--- src/rtl/rdi_sqrt.sv ---
module rdi_sqrt #(
  parameter int PW = 8
) (
  input  logic          clk,
  input  logic          rst,
  input  logic          en,
  input  logic          vld_in,
  input  logic [63:0]   rad_in,
  input  logic [PW-1:0] pay_in,
  output logic          vld_out,
  output logic [31:0]   root_out,
  output logic [PW-1:0] pay_out
);

  // One root bit per stage, two radicand bits consumed each step
  logic          vld [1:32];
  logic [34:0]   rem [1:32];
  logic [31:0]   root [1:32];
  logic [63:0]   xs [1:32];
  logic [PW-1:0] pay [1:32];

  for (genvar j = 0; j < 32; j++) begin : g_stage
    logic          c_vld;
    logic [34:0]   c_rem;
    logic [31:0]   c_root;
    logic [63:0]   c_x;
    logic [PW-1:0] c_pay;
    logic [34:0]   tmp;
    logic [34:0]   trial;
    logic          ge;

    if (j == 0) begin : g_first
      assign c_vld  = vld_in;
      assign c_rem  = '0;
      assign c_root = '0;
      assign c_x    = rad_in;
      assign c_pay  = pay_in;
    end else begin : g_next
      assign c_vld  = vld[j];
      assign c_rem  = rem[j];
      assign c_root = root[j];
      assign c_x    = xs[j];
      assign c_pay  = pay[j];
    end

    assign tmp   = {c_rem[32:0], c_x[63:62]};
    assign trial = {1'b0, c_root, 2'b01};
    assign ge    = tmp >= trial;

    always_ff @(posedge clk) begin
      if (rst) begin
        vld[j+1] <= 1'b0;
      end else if (en) begin
        vld[j+1] <= c_vld;
      end
    end

    always_ff @(posedge clk) begin
      if (en) begin
        rem[j+1]  <= ge ? (tmp - trial) : tmp;
        root[j+1] <= {c_root[30:0], ge};
        xs[j+1]   <= {c_x[61:0], 2'b00};
        pay[j+1]  <= c_pay;
      end
    end
  end

  assign vld_out  = vld[32];
  assign root_out = root[32];
  assign pay_out  = pay[32];

endmodule

--- config.mk ---
export PLATFORM = sky130hd
export DESIGN_NAME = rdi_sqrt
export DESIGN_NICKNAME = d
export VERILOG_FILES = /design/src/rtl/rdi_sqrt.sv
export SDC_FILE = /design/constraint.sdc
export NUM_CORES = 2
export LEC_CHECK = 0
export BUFFER_PORTS_ARGS = -buffer_cell sky130_fd_sc_hd__buf_2
export CAP_MARGIN = 15
export CORE_MARGIN = 4
export CORE_UTILIZATION = 42
export CTS_CLUSTER_SIZE = 8
export DETAILED_ROUTE_END_ITERATION = 8
export SLEW_MARGIN = 10
export SYNTH_ARGS = -nofsm -noshare
export SYNTH_HDL_FRONTEND = slang
export SYNTH_MEMORY_MAX_BITS = 65536
export SYNTH_SLANG_ARGS = --single-unit
--- constraint.sdc ---
create_clock -name clk -period 3.8 [get_ports clk]
set_input_delay 0.19 -clock clk [delete_from_list [all_inputs] [get_ports clk]]
set_output_delay 0.19 -clock clk [all_outputs]
set_load 0.1 [all_outputs]
-- Yosys cells after proc, flatten, opt, wreduce, memory -nomap -nowiden
Memory sizes are Yosys's and may differ from the RTL's.
Cells that the tools add are included.
- register bits after elaboration: 0
- latch bits: 0
- bits in writable memories: 4416
- memory bits (read-only): 0
- bits of input ports: 76
- output and inout bits: 41
- logic and storage cells: 171
- memories: 5
- $add $sub $neg: 32
- $mul: 0
- div/mod/pow operators: 0
- order comparisons: 32
- eq/ne operators: 0
- shifts and indexed selects: 0
- muxes and demuxes: 70
- bitwise logic cells: 32
- reductions and logical operators: 0
- memory list (name ; words ; bits a word ; rd ports ; clocked after memory_dff ; wr ports ; RTL line ; RTL):
    xs ; 32 ; 62 ; 31 ; 0 ; 32 ; 19 ; logic [63:0] xs [1:32];
    rem ; 32 ; 35 ; 31 ; 0 ; 32 ; 17 ; logic [34:0] rem [1:32];
    root ; 32 ; 32 ; 32 ; 0 ; 32 ; 18 ; logic [31:0] root [1:32];
    pay ; 32 ; 8 ; 32 ; 0 ; 32 ; 20 ; logic [PW-1:0] pay [1:32];
    vld ; 32 ; 1 ; 32 ; 0 ; 32 ; 16 ; logic vld [1:32];
- operators with widths (cell ; count):
    $mux 35 ; 32
    $ge 35x34->1 ; 31
    $sub 35x34->35 ; 31
    $mux 1 ; 38
    $or 1x1->1 ; 32
    $sub 2x1->3 const B ; 1
    $ge 2x1->1 const B ; 1

-- Depth between registers and ports, before layout
- word-level depth: 4
- depth in mapped cells: 15
- depth with buffers taken out: 12

-- Worst setup path after synthesis
OpenSTA, ideal clock, no wires.
- kind: register to register
- start: register rem[0][1055] (netlist name)
- end: register rem[0][1089] (netlist name)
- library setup time: 0.260 ns
- arrival time: 3.302 ns
- required time: 3.540 ns
- setup slack: 0.239 ns
- stages on the path, launching flop included: 12
- buffers on the path: 2
- clock period less this slack: 3.561 ns
- path through: edfxtp_1 -> ha_1 -> clkbuf_1 -> and4_1 -> and3_1 -> a221oi_1 -> o21ai_1 -> a221o_1 -> a221oi_1 -> o21a_1 -> buf_2 -> mux2_2

==> flow_summary.json <==
{
  "status": "finished clean",
  "fin_crit_sh": 0.974,
  "powerDensity_nw_per_um2": 614,
  "reg2reg_to": "rem[0][884]",
  "syn_nets": 10100,
  "grt_pass1_wl_microns": 411000,
  "htree_levels": 5,
  "yosys_warnings": 0,
  "grt_max_degree": 131,
  "ant_nets": 0,
  "nNetsFinal": 10800,
  "yosys_most_used_dff": "edfxtp_1",
  "synth_edf_count": 2782,
  "min_delay_path_depth": 3,
  "die_h_microns": 555,
  "postSynthAreaPerCell_sq_um": 13.3,
  "via_count": 74400,
  "worst-path-max-fanout": 34,
  "hpwlAfterDp_microns": 184000,
  "first_global_vias": 75000,
  "period_minus_slack_ns": 3.70,
  "r2r_slack_ns": 0.1,
  "cts_made_buffers": 390,
  "post-route-drc-count": 0,
  "worst_hold_slack_ns": 0.131,
  "layout_commonest_cell": "edfxtp_1",
  "ys_seq_area_frac": 0.666,
  "r2r_cells": 11,
  "die_width_microns": 555,
  "final-setup-viol-count": 0,
  "gp_congestion": 0.891,
  "ys_seq_elements": 2782,
  "endpoint_kind": "flip-flop",
  "final_cells": 14100,
  "drt_wl_total_microns": 258000,
  "cts_root_buffer": "clkbuf_16",
  "syn_area_sq_um": 125000,
  "fp-row-count": 200,
  "drtIter0Drc": 5482,
  "dieArea_sq_um": 307000,
  "layout_common_cells": "edfxtp_1 (2782), inv_1 (712), nand2_1 (644), nor2_1 (567), ha_1 (560)",
  "grt_overflow": 0,
  "crit_path_top_delay_cell": "o41a_1",
  "antenna_found_initial": 2,
  "place_inst": 13500,
  "holdPathEnd": "rem[0][35]",
  "ys_async_sr_fraction": 0,
  "critPathKind": "flip-flop to flip-flop",
  "finClkSkew_ns": 0.0615,
  "ir_worst_vdd_v": 0.000464,
  "cts_tree": "yes",
  "vias_per_cell": 5.27,
  "clk_pin_slew_ns": 0.05,
  "cts_sinks": 2782,
  "io_pins": 117,
  "cp.arrival_ns": 4.43,
  "track_usage": 0.165,
  "syn2layout_area_growth_pct": 15.2,
  "cp-start-kind": "flip-flop",
  "start_util": 0.422,
  "finalHoldViolCount": 0,
  "r2r-start": "rem[0][858]",
  "port_buffers": 116,
  "drtPass1Iterations": 8,
  "fmax_ghz": 0.270,
  "critPathMaxStageDelay_ns": 0.56,
  "min_from": "rad_in[62]",
  "crit_required_ns": 4.53,
  "worstHoldPathType": "input port to flip-flop",
  "max_slew_margin": 0.396,
  "core_area_sq_um": 297000,
  "insertion_delay_ns": 0.90,
  "path_cells": "ha_1 -> nand2_1 -> nor2_1 -> nand2_1 -> nor2_1 -> nand4_1 -> o41a_1 -> and3_1 -> buf_12 -> o31ai_1 -> buf_4",
  "drive_above_1_share": 0.0923,
  "worst_pin_slew_ns": 0.898,
  "leakagePower_nw": 54.8,
  "clock_path_buffers": 4,
  "drv_cap": 0,
  "ys_types": 87,
  "maxSlewViolCount": 0,
  "syn_inst": 9424,
  "wl_per_cell_microns": 18.3
}
-- report_power, final --
part	switching [mW]	internal [mW]
combinational	10.2	7.28
clock	12.0	18.2
sequential	2.37	38.6
-- what timing repair did --
action	4_1_cts	5_1_grt
hold buffers	147	0
endpoints found under the hold margin	152	0
setup buffers	0	1
setup endpoints to repair	0	51
resized for setup	0	18
-- sequential cells by signal, indices dropped and copies added (netlist names) --
register	flops
pay	256
root	528
vld	32
rem	974
xs	992
-- how the worst max path moves through the flow --
stage               cells after the start  slack, ns    startpoint           end
floorplan                              11       0.24  rem[0][1055]  rem[0][1089]
global placement                       13       0.02  rem[0][1059]  rem[0][1115]
detailed placement                     11       0.08   root[8][32]   rem[0][656]
CTS                                    11       0.04   root[8][32]   rem[0][633]
global route                           12      -0.04  root[11][50]   rem[0][844]
finish                                 11        0.1   rem[0][858]   rem[0][884]
-- worst max-delay path: cells and delay by family, from the launching register on --
family                     cells  cell delay (ns)
adders and majority gates      1             0.47
and+or+nand+nor                6             1.21
AOI/OAI and AO/OA              2             1.02
DFF                            1             0.46
buffers and inverters          2             0.37
-- routing by layer --
metal,part of all wire,vias up,wire (microns),global-route usage
met1,0.43,36000,112000,0.214
met3,0.042,505,11000,0.0241
li1,-,36200,-,-
met4,0.030,0,7830,0.0515
met2,0.49,1675,127000,0.285
met5,0,-,0,0
-- per-stage QoR --
step	setup TNS, ns	setup slack [ns]	util	area, sq um	total power, mW
after floorplan	0	0.239	-	125000	52.8
after global placement	0	0.0161	0.446	133000	58.5
after detailed placement	0	0.0771	0.446	133000	58.7
after CTS	0	0.0372	0.486	144000	89.8
after global routing	-0.0840	-0.0367	0.486	144000	93.5
final	0	0.0990	0.486	144000	88.7
-- area by class of cell --
type	instances	area [sq um]
diodes	1	2.50
clock buffers	407	9840
clock inverters	34	549
fillers	25500	153000
inverters	712	2670
multi-input cells	5737	38600
flip-flops and latches	2782	83500
well taps	3939	4930
repair buffers	496	4310
-- synthesized netlist by cell type, types with 67 or more instances --
master,instances,share of area
edfxtp_1,2782,0.67
inv_1,712,0.021
nand2_1,644,0.019
nor2_1,568,0.017
ha_1,561,0.056
o21ai_0,543,0.022
a21oi_1,538,0.021
xor2_1,415,0.029
xnor2_1,381,0.027
a21o_1,230,0.014
nor3_1,220,0.0088
nand3_1,165,0.0066
clkbuf_1,164,0.0049
nand2b_1,121,0.0060
nor4_1,121,0.0060
nand4_1,104,0.0052
or3_1,84,0.0042
o21a_1,83,0.0050
nor2b_1,78,0.0039
mux2_2,67,0.0060
-- cell families (layout without fill, tap and decap cells) --
group           count (synthesis)  in the layout  share of synthesized area
simple gates                 2440           2440                     0.0963
fa+ha+maj                     561            561                     0.0560
buf+inv                       905           1649                     0.0272
xor+xnor                      796            796                     0.0556
mux                            80             80                    0.00705
other cells                     1              2                  0.0000299
compound gates               1859           1859                     0.0919
flops                        2782           2782                      0.666
Power figures use the tool's default switching activity.
